**config.mk**
```make
export PLATFORM = sky130hd
export DESIGN_NAME = id3v2_frame_splitter_flat
export DESIGN_NICKNAME = d
export VERILOG_FILES = /design/src/id3_pkg.sv /design/src/id3_byte_if.sv /design/src/id3_result_if.sv /design/src/id3_classify.sv /design/src/id3_parser.sv /design/src/id3_out_buf.sv /design/src/id3v2_frame_splitter.sv /design/src/flat_wrapper.sv
export SDC_FILE = /design/constraint.sdc
export NUM_CORES = 1
export LEC_CHECK = 0
export BUFFER_PORTS_ARGS = -buffer_cell sky130_fd_sc_hd__buf_2
export CAP_MARGIN = 20
export CORE_MARGIN = 3
export CORE_UTILIZATION = 35
export CTS_CLUSTER_DIAMETER = 150
export DETAILED_ROUTE_END_ITERATION = 7
export PLACE_DENSITY = 0.59
export SYNTH_ARGS = -nofsm -noshare
export SYNTH_HDL_FRONTEND = slang
export SYNTH_SLANG_ARGS = --single-unit
```
**constraint.sdc**
```tcl
create_clock -name clk -period 13.61 [get_ports clk]
set_clock_uncertainty 0.05 [all_clocks]
set_input_delay 1.361 -clock clk [delete_from_list [all_inputs] [get_ports clk]]
set_output_delay 1.361 -clock clk [all_outputs]
set_load 0.05 [all_outputs]
```
**src/id3_pkg.sv**
```systemverilog
// Shared types, codes and constants of the ID3v2 tag and frame splitter.
package id3_pkg;

  localparam int HEADER_BYTES = 10;
  localparam int HDR_CNT_W    = 4;
  localparam logic [HDR_CNT_W-1:0] HDR_LAST = HDR_CNT_W'(HEADER_BYTES - 1);
  localparam logic [HDR_CNT_W-1:0] TAG_FLAG_POS = 4'd5;
  localparam logic [HDR_CNT_W-1:0] TAG_SIZE_POS = 4'd6;
  localparam logic [HDR_CNT_W-1:0] FRM_SIZE_POS = 4'd4;
  localparam logic [HDR_CNT_W-1:0] FRM_STAT_POS = 4'd8;

  localparam int SIZE_W = 28;
  localparam int ID_W   = 32;
  localparam int KIND_W = 5;

  // Configuration register indexes
  localparam int REG_IDX_W = 1;
  localparam logic [REG_IDX_W-1:0] REG_BANNED_A = 1'b0;
  localparam logic [REG_IDX_W-1:0] REG_BANNED_B = 1'b1;

  // Frame kinds in dispatch order
  localparam logic [KIND_W-1:0] KIND_TEXT      = 5'd0;
  localparam logic [KIND_W-1:0] KIND_URL       = 5'd1;
  localparam logic [KIND_W-1:0] KIND_LIST_BASE = 5'd2;
  localparam logic [KIND_W-1:0] KIND_UNKNOWN   = 5'd22;
  localparam int KIND_LIST_LEN = 20;

  localparam logic [7:0] CH_T = "T";
  localparam logic [7:0] CH_W = "W";

  // Exact ids, kind = KIND_LIST_BASE + position
  localparam logic [ID_W-1:0] KIND_IDS [KIND_LIST_LEN] = '{
    "TXXX", "COMM", "UFID", "RBUF", "MCDI", "RVA2", "POPM", "USLT", "COMR", "ENCR",
    "ETCO", "EQU2", "POSS", "OWNE", "GRID", "PCNT", "USER", "PRIV", "SEEK", "SYLT"
  };

  typedef enum logic [1:0] {
    PH_TAG,
    PH_FRAME,
    PH_BODY,
    PH_PAD
  } phase_t;

  typedef enum logic [2:0] {
    BK_TAG_HDR,
    BK_FRAME_HDR,
    BK_KEPT,
    BK_SKIPPED,
    BK_PAD
  } byte_kind_t;

  // Classifier verdict for the id of the current frame
  typedef struct packed {
    logic [KIND_W-1:0] kind;
    logic              banned;
    logic              id_ok;
  } class_t;

  // One result per input byte
  typedef struct packed {
    logic [2:0]        byte_kind;
    logic [7:0]        byte_out;
    logic [SIZE_W-1:0] tag_size;
    logic [3:0]        tag_flags;
    logic [ID_W-1:0]   frame_id;
    logic [SIZE_W-1:0] frame_size;
    logic [2:0]        status_bits;
    logic [4:0]        format_bits;
    logic [KIND_W-1:0] frame_kind;
    logic              header_done;
    logic              body_last;
  } result_t;

endpackage

```
**src/id3_byte_if.sv**
```systemverilog
// Input byte channel: valid/ready with the raw byte and restart mark.
interface id3_byte_if;
  logic       valid;
  logic       ready;
  logic [7:0] data_byte;
  logic       tag_start;

  modport source (output valid, output data_byte, output tag_start, input ready);
  modport sink   (input valid, input data_byte, input tag_start, output ready);
endinterface

```
**src/id3_result_if.sv**
```systemverilog
// Result channel: valid/ready with the per-byte classification and descriptor.
interface id3_result_if;
  logic                        valid;
  logic                        ready;
  logic [2:0]                  byte_kind;
  logic [7:0]                  byte_out;
  logic [id3_pkg::SIZE_W-1:0]  tag_size;
  logic [3:0]                  tag_flags;
  logic [id3_pkg::ID_W-1:0]    frame_id;
  logic [id3_pkg::SIZE_W-1:0]  frame_size;
  logic [2:0]                  status_bits;
  logic [4:0]                  format_bits;
  logic [id3_pkg::KIND_W-1:0]  frame_kind;
  logic                        header_done;
  logic                        body_last;

  modport source (output valid, output byte_kind, output byte_out, output tag_size,
                  output tag_flags, output frame_id, output frame_size,
                  output status_bits, output format_bits, output frame_kind,
                  output header_done, output body_last, input ready);
  modport sink   (input valid, input byte_kind, input byte_out, input tag_size,
                  input tag_flags, input frame_id, input frame_size,
                  input status_bits, input format_bits, input frame_kind,
                  input header_done, input body_last, output ready);
endinterface

```
**src/id3_classify.sv**
```systemverilog
// Frame id classifier: character check, banned-id match and kind dispatch.
module id3_classify (
  input  logic [id3_pkg::ID_W-1:0] frame_id,
  input  logic [id3_pkg::ID_W-1:0] banned_a,
  input  logic [id3_pkg::ID_W-1:0] banned_b,
  output id3_pkg::class_t          verdict
);

  function automatic logic char_ok(input logic [7:0] c);
    return (c >= "A" && c <= "Z") || (c >= "0" && c <= "9");
  endfunction

  logic                        all_ok;
  logic                        list_hit;
  logic [id3_pkg::KIND_W-1:0]  list_kind;

  assign all_ok = char_ok(frame_id[31:24]) && char_ok(frame_id[23:16]) &&
                  char_ok(frame_id[15:8])  && char_ok(frame_id[7:0]);

  // Exact-id table lookup; ids are distinct so at most one hits
  always_comb begin
    list_hit  = 1'b0;
    list_kind = id3_pkg::KIND_UNKNOWN;
    for (int i = 0; i < id3_pkg::KIND_LIST_LEN; i++) begin
      if (frame_id == id3_pkg::KIND_IDS[i]) begin
        list_hit  = 1'b1;
        list_kind = id3_pkg::KIND_LIST_BASE + id3_pkg::KIND_W'(i);
      end
    end
  end

  // Dispatch order: bad chars, T*** (not TXXX), W***, table, unknown
  always_comb begin
    verdict.id_ok  = all_ok;
    verdict.banned = (banned_a != '0 && frame_id == banned_a) ||
                     (banned_b != '0 && frame_id == banned_b);
    if (!all_ok)
      verdict.kind = id3_pkg::KIND_UNKNOWN;
    else if (frame_id[31:24] == id3_pkg::CH_T && frame_id != id3_pkg::KIND_IDS[0])
      verdict.kind = id3_pkg::KIND_TEXT;
    else if (frame_id[31:24] == id3_pkg::CH_W)
      verdict.kind = id3_pkg::KIND_URL;
    else if (list_hit)
      verdict.kind = list_kind;
    else
      verdict.kind = id3_pkg::KIND_UNKNOWN;
  end

endmodule

```
**src/id3_parser.sv**
```systemverilog
// Byte-serial parser state: tag header, frame headers, body and padding.
module id3_parser (
  input  logic                     clk,
  input  logic                     rst,
  input  logic                     accept,
  input  logic [7:0]               data_byte,
  input  logic                     tag_start,
  input  logic [id3_pkg::ID_W-1:0] banned_a,
  input  logic [id3_pkg::ID_W-1:0] banned_b,
  output id3_pkg::result_t         result
);

  id3_pkg::phase_t                 phase, phase_next;
  logic [id3_pkg::HDR_CNT_W-1:0]   header_count, header_count_next;
  logic [id3_pkg::ID_W-1:0]        id_shift, id_shift_next;
  logic [id3_pkg::SIZE_W-1:0]      size_accum, size_accum_next;
  logic [id3_pkg::SIZE_W-1:0]      body_remaining, body_remaining_next;
  logic                            frame_banned, frame_banned_next;
  logic [id3_pkg::SIZE_W-1:0]      tag_size_reg, tag_size_reg_next;
  logic [3:0]                      tag_flag_reg, tag_flag_reg_next;
  logic [7:0]                      frame_flag_reg, frame_flag_reg_next;
  logic [id3_pkg::KIND_W-1:0]      kind_reg, kind_reg_next;

  id3_pkg::phase_t                 cur_phase;
  logic [id3_pkg::HDR_CNT_W-1:0]   cur_count;
  id3_pkg::byte_kind_t             byte_kind;
  logic                            header_done;
  logic                            body_last;
  id3_pkg::class_t                 verdict;

  id3_classify u_classify (
    .frame_id (id_shift),
    .banned_a (banned_a),
    .banned_b (banned_b),
    .verdict  (verdict)
  );

  // Next state for the current byte
  always_comb begin
    cur_phase           = tag_start ? id3_pkg::PH_TAG : phase;
    cur_count           = tag_start ? '0 : header_count;
    phase_next          = cur_phase;
    header_count_next   = cur_count;
    tag_size_reg_next   = tag_start ? '0 : tag_size_reg;
    tag_flag_reg_next   = tag_start ? '0 : tag_flag_reg;
    id_shift_next       = id_shift;
    size_accum_next     = size_accum;
    body_remaining_next = body_remaining;
    frame_banned_next   = frame_banned;
    frame_flag_reg_next = frame_flag_reg;
    kind_reg_next       = kind_reg;
    byte_kind           = id3_pkg::BK_PAD;
    header_done         = 1'b0;
    body_last           = 1'b0;

    unique case (cur_phase)
      id3_pkg::PH_TAG: begin
        byte_kind = id3_pkg::BK_TAG_HDR;
        if (cur_count == id3_pkg::TAG_FLAG_POS)
          tag_flag_reg_next = data_byte[7:4];
        else if (cur_count >= id3_pkg::TAG_SIZE_POS)
          tag_size_reg_next = {tag_size_reg_next[id3_pkg::SIZE_W-8:0], data_byte[6:0]};
        if (cur_count >= id3_pkg::HDR_LAST) begin
          phase_next        = id3_pkg::PH_FRAME;
          header_count_next = '0;
        end else begin
          header_count_next = cur_count + 1'b1;
        end
      end
      id3_pkg::PH_FRAME: begin
        byte_kind = id3_pkg::BK_FRAME_HDR;
        if (cur_count < id3_pkg::FRM_SIZE_POS)
          id_shift_next = {id_shift[23:0], data_byte};
        else if (cur_count < id3_pkg::FRM_STAT_POS)
          size_accum_next = {size_accum[id3_pkg::SIZE_W-8:0], data_byte[6:0]};
        else if (cur_count == id3_pkg::FRM_STAT_POS)
          frame_flag_reg_next[7:5] = data_byte[6:4];
        else
          frame_flag_reg_next[4:0] = {data_byte[6], data_byte[3:0]};
        if (cur_count >= id3_pkg::HDR_LAST) begin
          // Header complete: id and size are settled in the registers
          header_done         = 1'b1;
          header_count_next   = '0;
          kind_reg_next       = verdict.kind;
          frame_banned_next   = verdict.banned;
          body_remaining_next = size_accum;
          if (!verdict.banned && !verdict.id_ok)
            phase_next = id3_pkg::PH_PAD;
          else if (size_accum != '0)
            phase_next = id3_pkg::PH_BODY;
          else
            phase_next = id3_pkg::PH_FRAME;
        end else begin
          header_count_next = cur_count + 1'b1;
        end
      end
      id3_pkg::PH_BODY: begin
        byte_kind = frame_banned ? id3_pkg::BK_SKIPPED : id3_pkg::BK_KEPT;
        if (body_remaining <= id3_pkg::SIZE_W'(1)) begin
          body_last           = 1'b1;
          body_remaining_next = '0;
          phase_next          = id3_pkg::PH_FRAME;
          header_count_next   = '0;
        end else begin
          body_remaining_next = body_remaining - 1'b1;
        end
      end
      id3_pkg::PH_PAD: begin
        byte_kind = id3_pkg::BK_PAD;
      end
    endcase
  end

  // Result shows the registers after this byte
  always_comb begin
    result.byte_kind   = byte_kind;
    result.byte_out    = data_byte;
    result.tag_size    = tag_size_reg_next;
    result.tag_flags   = tag_flag_reg_next;
    result.frame_id    = id_shift_next;
    result.frame_size  = size_accum_next;
    result.status_bits = frame_flag_reg_next[7:5];
    result.format_bits = frame_flag_reg_next[4:0];
    result.frame_kind  = kind_reg_next;
    result.header_done = header_done;
    result.body_last   = body_last;
  end

  // State registers advance only on an accepted request
  always_ff @(posedge clk) begin
    if (rst) begin
      phase          <= id3_pkg::PH_TAG;
      header_count   <= '0;
      id_shift       <= '0;
      size_accum     <= '0;
      body_remaining <= '0;
      frame_banned   <= 1'b0;
      tag_size_reg   <= '0;
      tag_flag_reg   <= '0;
      frame_flag_reg <= '0;
      kind_reg       <= '0;
    end else if (accept) begin
      phase          <= phase_next;
      header_count   <= header_count_next;
      id_shift       <= id_shift_next;
      size_accum     <= size_accum_next;
      body_remaining <= body_remaining_next;
      frame_banned   <= frame_banned_next;
      tag_size_reg   <= tag_size_reg_next;
      tag_flag_reg   <= tag_flag_reg_next;
      frame_flag_reg <= frame_flag_reg_next;
      kind_reg       <= kind_reg_next;
    end
  end

  // Header counter never runs past the last header byte
  a_count_range: assert property (@(posedge clk) disable iff (rst)
    header_count <= id3_pkg::HDR_LAST)
    else $error("header counter out of range");

  // Body phase always has bytes left
  a_body_nonzero: assert property (@(posedge clk) disable iff (rst)
    phase == id3_pkg::PH_BODY |-> body_remaining != '0)
    else $error("body phase with nothing remaining");

  // Padding is left only by a restart
  a_pad_sticky: assert property (@(posedge clk) disable iff (rst)
    (phase == id3_pkg::PH_PAD && !(accept && tag_start)) |=> phase == id3_pkg::PH_PAD)
    else $error("left padding without restart");

endmodule

```
**src/id3_out_buf.sv**
```systemverilog
// Two-entry output buffer: result register plus skid entry.
module id3_out_buf (
  input  logic             clk,
  input  logic             rst,
  input  logic             push,
  input  id3_pkg::result_t push_data,
  output logic             space,
  output logic             out_valid,
  input  logic             out_ready,
  output id3_pkg::result_t out_data
);

  logic             main_valid;
  logic             skid_valid;
  id3_pkg::result_t main_data;
  id3_pkg::result_t skid_data;
  logic             pop;

  assign space     = !skid_valid;
  assign out_valid = main_valid;
  assign out_data  = main_data;
  assign pop       = main_valid && out_ready;

  // Control flags
  always_ff @(posedge clk) begin
    if (rst) begin
      main_valid <= 1'b0;
      skid_valid <= 1'b0;
    end else if (!main_valid || pop) begin
      main_valid <= skid_valid || push;
      skid_valid <= 1'b0;
    end else if (push) begin
      skid_valid <= 1'b1;
    end
  end

  // Payload
  always_ff @(posedge clk) begin
    if (!main_valid || pop) begin
      main_data <= skid_valid ? skid_data : push_data;
    end else if (push) begin
      skid_data <= push_data;
    end
  end

  // Skid entry only holds data behind a full result register
  a_skid_order: assert property (@(posedge clk) disable iff (rst)
    skid_valid |-> main_valid)
    else $error("skid entry without result entry");

  // No request taken while both entries are full
  a_no_overflow: assert property (@(posedge clk) disable iff (rst)
    skid_valid |-> !push)
    else $error("push into full buffer");

  // Draining with a waiting skid entry keeps a result on the output
  a_skid_refill: assert property (@(posedge clk) disable iff (rst)
    (pop && skid_valid) |=> (main_valid && !skid_valid))
    else $error("skid entry lost on drain");

endmodule

```
**src/id3v2_frame_splitter.sv**
```systemverilog
// ID3v2 tag and frame splitter top level: one result per input byte.
// A result is registered in the output buffer when its byte is accepted.
// Throughput: one byte per cycle while the output buffer has space; the parser next state is combinational.
// A two-entry output buffer keeps accepting while a result waits to be taken.
// Reset (synchronous, active high) clears parser state, buffer and banned ids;
// the first byte after reset is taken as tag header byte 0.
module id3v2_frame_splitter (
  input  logic                                clk,
  input  logic                                rst,
  input  logic                                wr_en,
  input  logic [id3_pkg::REG_IDX_W-1:0]       wr_index,
  input  logic [id3_pkg::ID_W-1:0]            wr_data,
  id3_byte_if.sink                            stream,
  id3_result_if.source                        parsed
);

  logic [id3_pkg::ID_W-1:0] banned_a;
  logic [id3_pkg::ID_W-1:0] banned_b;
  logic                     accept;
  logic                     space;
  id3_pkg::result_t         step_result;
  id3_pkg::result_t         out_data;

  // Configuration registers
  always_ff @(posedge clk) begin
    if (rst) begin
      banned_a <= '0;
      banned_b <= '0;
    end else if (wr_en) begin
      unique case (wr_index)
        id3_pkg::REG_BANNED_A: banned_a <= wr_data;
        id3_pkg::REG_BANNED_B: banned_b <= wr_data;
        default: ;
      endcase
    end
  end

  assign stream.ready = space;
  assign accept       = stream.valid && space;

  id3_parser u_parser (
    .clk       (clk),
    .rst       (rst),
    .accept    (accept),
    .data_byte (stream.data_byte),
    .tag_start (stream.tag_start),
    .banned_a  (banned_a),
    .banned_b  (banned_b),
    .result    (step_result)
  );

  id3_out_buf u_out_buf (
    .clk       (clk),
    .rst       (rst),
    .push      (accept),
    .push_data (step_result),
    .space     (space),
    .out_valid (parsed.valid),
    .out_ready (parsed.ready),
    .out_data  (out_data)
  );

  // Result channel payload
  assign parsed.byte_kind   = out_data.byte_kind;
  assign parsed.byte_out    = out_data.byte_out;
  assign parsed.tag_size    = out_data.tag_size;
  assign parsed.tag_flags   = out_data.tag_flags;
  assign parsed.frame_id    = out_data.frame_id;
  assign parsed.frame_size  = out_data.frame_size;
  assign parsed.status_bits = out_data.status_bits;
  assign parsed.format_bits = out_data.format_bits;
  assign parsed.frame_kind  = out_data.frame_kind;
  assign parsed.header_done = out_data.header_done;
  assign parsed.body_last   = out_data.body_last;

endmodule

```
**src/flat_wrapper.sv**
```systemverilog
// flat-port wrapper written by rule: the top's interface ports become plain ports
module id3v2_frame_splitter_flat 
  (clk, rst, wr_en, wr_index, wr_data, stream_valid, stream_data_byte, stream_tag_start, stream_ready, parsed_valid, parsed_byte_kind, parsed_byte_out, parsed_tag_size, parsed_tag_flags, parsed_frame_id, parsed_frame_size, parsed_status_bits, parsed_format_bits, parsed_frame_kind, parsed_header_done, parsed_body_last, parsed_ready);
  id3_byte_if stream_i ();
  id3_result_if parsed_i ();
  input  logic clk;
  input  logic rst;
  input  logic wr_en;
  input  logic [id3_pkg::REG_IDX_W-1:0] wr_index;
  input  logic [id3_pkg::ID_W-1:0] wr_data;
  input wire logic [$bits(stream_i.valid)-1:0] stream_valid;
  input wire logic [$bits(stream_i.data_byte)-1:0] stream_data_byte;
  input wire logic [$bits(stream_i.tag_start)-1:0] stream_tag_start;
  output wire logic [$bits(stream_i.ready)-1:0] stream_ready;
  output wire logic [$bits(parsed_i.valid)-1:0] parsed_valid;
  output wire logic [$bits(parsed_i.byte_kind)-1:0] parsed_byte_kind;
  output wire logic [$bits(parsed_i.byte_out)-1:0] parsed_byte_out;
  output wire logic [$bits(parsed_i.tag_size)-1:0] parsed_tag_size;
  output wire logic [$bits(parsed_i.tag_flags)-1:0] parsed_tag_flags;
  output wire logic [$bits(parsed_i.frame_id)-1:0] parsed_frame_id;
  output wire logic [$bits(parsed_i.frame_size)-1:0] parsed_frame_size;
  output wire logic [$bits(parsed_i.status_bits)-1:0] parsed_status_bits;
  output wire logic [$bits(parsed_i.format_bits)-1:0] parsed_format_bits;
  output wire logic [$bits(parsed_i.frame_kind)-1:0] parsed_frame_kind;
  output wire logic [$bits(parsed_i.header_done)-1:0] parsed_header_done;
  output wire logic [$bits(parsed_i.body_last)-1:0] parsed_body_last;
  input wire logic [$bits(parsed_i.ready)-1:0] parsed_ready;
  assign stream_i.valid = stream_valid;
  assign stream_i.data_byte = stream_data_byte;
  assign stream_i.tag_start = stream_tag_start;
  assign stream_ready = stream_i.ready;
  assign parsed_valid = parsed_i.valid;
  assign parsed_byte_kind = parsed_i.byte_kind;
  assign parsed_byte_out = parsed_i.byte_out;
  assign parsed_tag_size = parsed_i.tag_size;
  assign parsed_tag_flags = parsed_i.tag_flags;
  assign parsed_frame_id = parsed_i.frame_id;
  assign parsed_frame_size = parsed_i.frame_size;
  assign parsed_status_bits = parsed_i.status_bits;
  assign parsed_format_bits = parsed_i.format_bits;
  assign parsed_frame_kind = parsed_i.frame_kind;
  assign parsed_header_done = parsed_i.header_done;
  assign parsed_body_last = parsed_i.body_last;
  assign parsed_i.ready = parsed_ready;
  id3v2_frame_splitter u_core (.clk(clk), .rst(rst), .wr_en(wr_en), .wr_index(wr_index), .wr_data(wr_data), .stream(stream_i), .parsed(parsed_i));
endmodule
```
**Word-level counts from Yosys, hierarchy flattened**

Index checks and enable logic that the tools add are counted.
W data, S select, Z words.

- Bitwise gates (word level): 2
- Muxes and demuxes: 84
- Add/sub/neg operators: 2
- Equal/unequal tests: 31
- Reductions and logical operators: 40
- Magnitude comparators: 21

Operators with widths:

| kind | number |
|---|---|
| $eq A32 B31 Y1 const B | 20 |
| $mux W28 | 9 |
| $mux W5 | 27 |
| $mux W118 | 1 |
| $eq A32 B32 Y1 | 2 |
| $mux W32 | 2 |
| $reduce_bool A32 Y1 | 2 |
| $pmux W28 S2 | 1 |
| $ge A8 B6 Y1 const B | 4 |
| $ge A8 B7 Y1 const B | 4 |
| $le A8 B6 Y1 const B | 4 |
| $le A8 B7 Y1 const B | 4 |
| $ne A32 B31 Y1 const B | 1 |
| $le A28 B1 Y1 const B | 1 |
| $reduce_bool A28 Y1 | 1 |
| $sub A28 B1 Y28 const B | 1 |
| $mux W1 | 25 |
| $mux W4 | 6 |
| $mux W8 | 3 |
| $logic_and A1 B1 Y1 | 17 |
| $eq A8 B7 Y1 const B | 2 |
| $mux W2 | 6 |
| $pmux W3 S4 | 1 |
| $pmux W4 S2 | 1 |
| other kinds (20) | 35 |

- Output and inout port bits: 120
- Logic and storage cells: 216
- Register bits after elaboration: 442

**Longest topological paths before layout**

- Word-level depth: 28
- Mapped depth: 15
- Gate-level depth less buffers: 11

**By module**

Synthesis repeated with hierarchy kept, for this count alone.

- Cell total of the unflattened synthesis: 1,766
- Area, all modules: 20,937.6 sq um

Modules (own cells, without submodules):

| module | seq. area each (sq um) | cells each | times used | area each (sq um) |
|---|---|---|---|---|
| id3_out_buf | 7,126.8 | 376 | 1 | 8,620.8 |
| id3_parser | 2,802.7 | 838 | 1 | 7,495.9 |
| id3v2_frame_splitter | 1,281.2 | 246 | 1 | 2,700.1 |
| id3_classify | 0.0 | 306 | 1 | 2,120.8 |

**Worst setup path before layout**

OpenSTA, ideal clock, no wires.

- Path kind: input to register
- Start: in parsed_ready
- End: reg u_core.u_out_buf.skid_data[0] (netlist name) (enable)
- Stages on the path: 2
- Data required time: 12.382 ns
- Data arrival time: 9.382 ns
- Setup time: 1.178 ns
- Setup slack: 3.000 ns
- Path through: nand2b_1 nor2_1

- Cells in the longest elaborated chain, start to end: 4

RTL lines:

| what | line | source |
|---|---|---|
| start, declared | flat_wrapper.sv:27 | `input wire logic [$bits(parsed_i.ready)-1:0] parsed_ready;` |
| $logic_and A1 B1 Y1 | id3_out_buf.sv:22 | `assign pop = main_valid && out_ready;` |
| $logic_or A1 B1 Y1 | id3_out_buf.sv:39 | `if (!main_valid \|\| pop) begin` |
| $not A1 Y1 (no source line) | -- |  |
| $reduce_and A2 Y1 (no source line) | -- |  |
| end signal, assigned | id3_out_buf.sv:42 | `skid_data <= push_data;` |
| end, declared | id3_out_buf.sv:16 | `id3_pkg::result_t skid_data;` |

No other way between the ends.
A chain may end at the register's enable or synchronous reset.

**Worst setup path in the final report**

- Start: in stream_tag_start
- End: reg u_core.u_parser.body_remaining[3] (netlist name)

- Cells in the longest elaborated chain, start to end: 4

RTL lines:

| what | line | source |
|---|---|---|
| start, declared | flat_wrapper.sv:13 | `input wire logic [$bits(stream_i.tag_start)-1:0] stream_tag_start;` |
| $mux W4 / $mux W2 (equally long branches) | id3_parser.sv:41, id3_parser.sv:40 |  |
| $ge A4 B4 Y1, or another cell as far along | id3_parser.sv:80 | `if (cur_count >= id3_pkg::HDR_LAST) begin` |
| $ne A2 B2 Y1 (no source line) / $reduce_bool A2 Y1 (equally long branches) | -- |  |
| $reduce_and A3 Y1 (no source line) | -- |  |
| end signal, assigned | id3_parser.sv:147 | `body_remaining <= body_remaining_next;` |
| end, declared | id3_parser.sv:17 | `logic [id3_pkg::SIZE_W-1:0] body_remaining, body_remaining_next;` |

Several ways; a longest one is shown, not always the timed one.

==> impl_metrics.csv <==
group,metric,value,unit
clock_network,postCtsSetupRepairBufs,0,
route,routed_wirelength,58.6,mm
sta,setup_tns,0,ns
yosys,synth.yosys.seq_area_share,55.0,%
worst_setup_path,cp_num_buf_inv,6,
worst_setup_path,critical_path.endpoint_type,"flop",
global_routing,grt_pass1_vias,15000,
floorplanning,die_area,61100,sq um
route,drc,0,
route,first_pass_iters,6,
route,avgRoutedWirePerCell,20.4,um
clock_network,h-tree-depth,2,
worst_setup_path,cp-start-kind,"input port",
worst_setup_path,rr_worst_depth,6,
worst_setup_path,crit_arrival,4.77,ns
pwr,power.leakage,9.12,nW
yosys,synth_top_family_by_area,"simple AND/OR/NAND/NOR gates",
yosys,synthMuxAreaShare,9.71,%
worst_setup_path,crit_chain,"buf_2 -> buf_4 -> inv_1 -> nand2_1 -> inv_1 -> ha_1 -> o311a_1 -> nand2_1 -> inv_1 -> o21ai_1 -> buf_4 -> nor4_1 -> o21ai_0 -> a31oi_1",
global_routing,grt_pass1_wl,90.2,mm
clock_network,ctsHoldBuffers,0,
yosys,synthSimpleGateAreaFrac,19.6,%
floorplanning,die_w,247,um
route,vias,15600,
route,ant_nets,0,
yosys,syn_inst,1986,
route,wl_met3,3.57,mm
pwr,cellInternalPower,2.38,mW
pwr,powerDensity,140,nW/um^2
yosys,synth_compound_area_share,9.03,%
route,drt_iter0_drc,1412,
yosys,yosysWarningCount,0,
yosys,synth_nets,2040,
global_routing,antenna_found_initial,5,
global_routing,grt_overflow_total,0,
pwr,p_switching,0.912,mW
sta,fin_ws,9.24,ns
yosys,synth-seq-cells,442,
yosys,async_flop_share,0,%
worst_setup_path,slowest_delay,0.55,ns
pwr,p_sw_share,27.7,%
place,numPortBuffers,166,
worst_setup_path,critPathRequiredTime,14.01,ns
yosys,synth_flop_cell,"edfxtp_1",
clock_network,cts-buffers-inserted,47,
sta,post-route-min-period,4.37,ns
clock_network,cts_tree,"built",
sta,slew_violations,0,
floorplanning,coreArea,56900,sq um
clock_network,path_clk_slew,0.06,ns
final_layout,final_nets,2136,
yosys,avgSynthCellArea,10.3,sq um
worst_setup_path,reg2reg_to,"u_core.u_out_buf.out_data[6]",
status,status,"completed",
pwr,total_power,3.30,mW
final_layout,design_area,23500,sq um
clock_network,ctsResizeCount,0,
hold_path,hold_class,"flop to flop",
route,drt-met1-wl,25.8,mm
sta,setup_viol,0,
sta,fin_crit_sh,32.1,%
place,dp_slack,8.67,ns
final_layout,drive_gt1_share,22.0,%
pwr,ir_worst_vdd,86.2,uV
final_layout,syn_to_final_growth,15.4,%
worst_setup_path,critPathSlowestCell,"buf_4",
sta,rsz0062_at_grt,"false",
final_layout,n_fill_cell,5432,
yosys,synth-edff-count,236,
yosys,synth_cell_type_count,75,
floorplanning,die_y,247,um
final_layout,final_cells,2876,
worst_setup_path,worstPathMaxFanout,72,
worst_setup_path,crit_top_cell,"inv_1",
global_routing,grt_usage,18.9,%
sta,whs,0.406,ns
hold_path,min_from,"u_core.u_parser.frame_banned",
pwr,p_comb_share,12.3,%
clock_network,cts_sinks,442,
global_routing,grt_max_degree,94,
sta,max_freq,229,MHz
yosys,synth_xor_area_share,2.92,%
place,placed_area,21900,sq um
worst_setup_path,reg2reg_from,"u_core.u_parser.id_shift[4]",
route,topRoutingLayerUsed,"met5",
floorplanning,fp-row-count,87,
job,drv_cap,0,
yosys,synth-adder-area-share,0.430,%
worst_setup_path,crit_type,"input port to flop",
sta,hold_viol_final,0,
yosys,syn-cell-area,20400,sq um
hold_path,whs_endpoint,"u_core.u_parser.frame_banned",
sta,tightestPinTransition,1.03,ns
clock_network,cts_buffer_depth,3,
worst_setup_path,path_delay_family,"buffers and inverters",
floorplanning,io_pins,167,
pwr,pwr-share-seq,47.0,%
sta,slew_headroom,30.8,%
route,viasPerCell,5.44,
place,dp_cells,2788,
place,dpl.hpwl,38.7,mm
clock_network,cts_root_buf,"clkbuf_16",
place,globalplace.congestion,0.889,
hold_path,holdPathStages,2,
worst_setup_path,reg2reg_slack,10.01,ns
route,dr_wl_met2,27.3,mm
floorplanning,start_util,35.8,%
final_layout,post-route-util,41.3,%
pwr,pwr-share-clk,40.7,%
clock_network,clkLatencyLatePin,0.61,ns
area by class of cell:
| type | count | area (sq um) | area share [%] |
|---|---|---|---|
| well taps | 756 | 946 | 4.02 |
| flip-flops and latches | 442 | 11200 | 47.7 |
| clock buffers | 62 | 1320 | 5.59 |
| repair buffers | 194 | 1090 | 4.66 |
| multi-input cells | 1379 | 8550 | 36.4 |
| clock inverters | 24 | 314 | 1.34 |
| inverters | 18 | 68.8 | 0.293 |
| diodes | 1 | 2.50 | 0.0106 |
per-layer routing:
metal,vias up,track usage (%)
met2,531,30.7
met4,2,6.78
met3,125,3.21
met5,-,0
li1,7368,-
met1,7607,25.4
how the worst max path moves through the flow:
stage | slack (ns) | startpoint | depth (start not counted) | end
2_1_floorplan | 3.00 | parsed_ready | 2 | u_core.u_out_buf.skid_data[0]
3_5_place_dp | 8.67 | stream_tag_start | 14 | u_core.u_parser.body_remaining[3]
4_1_cts | 9.33 | stream_tag_start | 14 | u_core.u_parser.body_remaining[3]
3_3_place_gp | 8.77 | stream_tag_start | 14 | u_core.u_parser.body_remaining[3]
5_1_grt | 8.93 | stream_tag_start | 14 | u_core.u_parser.body_remaining[3]
6_report | 9.24 | stream_tag_start | 14 | u_core.u_parser.body_remaining[3]
logic make-up (layout without fill, tap and decap cells):
kind of cell / count (synthesis) / count (layout)
adder cells (fa/ha/maj): 7 / 7
AND/OR/NAND/NOR: 838 / 838
multiplexers: 178 / 178
AO/OA/AOI/OAI: 288 / 288
other: 0 / 1
XOR/XNOR: 68 / 68
flip-flops: 442 / 442
buffers and inverters: 165 / 298
power by group through the flow:
stage | logic (mW) | clock network, mW | registers [mW]
final | 0.405 | 1.34 | 1.55
after floorplan | 0.199 | 0 | 1.66
after detailed placement | 0.406 | 0 | 1.58
after global routing | 0.438 | 1.43 | 1.56
after CTS | 0.408 | 1.38 | 1.55
after global placement | 0.403 | 0 | 1.58
Yosys cell counts (4+ instances only):
cell type	number	area share [%]
nor4_1	66	2.0
nor4bb_1	13	0.64
or2_2	10	0.31
nor3_1	92	2.3
or3_1	30	0.92
o21ai_0	38	0.93
o31ai_1	34	1.3
nand3_1	26	0.64
mux2_2	157	8.7
a22oi_1	9	0.33
mux2i_1	21	1.0
nand4_1	29	0.89
nand2b_1	6	0.18
xor2_1	65	2.8
nor4b_1	4	0.17
nand2_1	278	5.1
nor2_1	231	4.3
o21ai_1	13	0.32
buf_6	4	0.22
edfxtp_1	236	35
a31oi_1	7	0.21
and4_1	4	0.17
nor2b_1	16	0.49
clkbuf_1	112	2.1
dfxtp_1	206	20
and4b_1	5	0.25
and2_1	4	0.12
inv_1	16	0.29
buf_1	14	0.26
buf_2	17	0.42
a2bb2oi_1	4	0.17
a211oi_1	10	0.37
o211a_1	8	0.39
a21oi_1	121	3.0
ha_1	7	0.43
layout by cell type, fill, tap and decap left out, types with 29 or more instances in the layout:
| cell type | synthesis | final |
|---|---|---|
| nand2_1 | 278 | 277 |
| edfxtp_1 | 236 | 236 |
| nor2_1 | 231 | 230 |
| dfxtp_1 | 206 | 205 |
| buf_2 | 17 | 165 |
| mux2_2 | 157 | 157 |
| a21oi_1 | 121 | 120 |
| nor3_1 | 92 | 92 |
| nor4_1 | 66 | 65 |
| xor2_1 | 65 | 65 |
| clkbuf_16 | 0 | 49 |
| o21ai_0 | 38 | 38 |
| o31ai_1 | 34 | 34 |
| or3_1 | 30 | 30 |
| nand4_1 | 29 | 29 |
worst reg2reg max path, stage by stage (launching register included):
cell and delay (ns):
dfxtp_1 0.79, nor4bb_2 0.91, nand4_1 0.34, o41a_1 0.46, and4_1 0.27, a211oi_1 0.40
o31ai_1 0.12
Power figures use the tool's default switching activity.
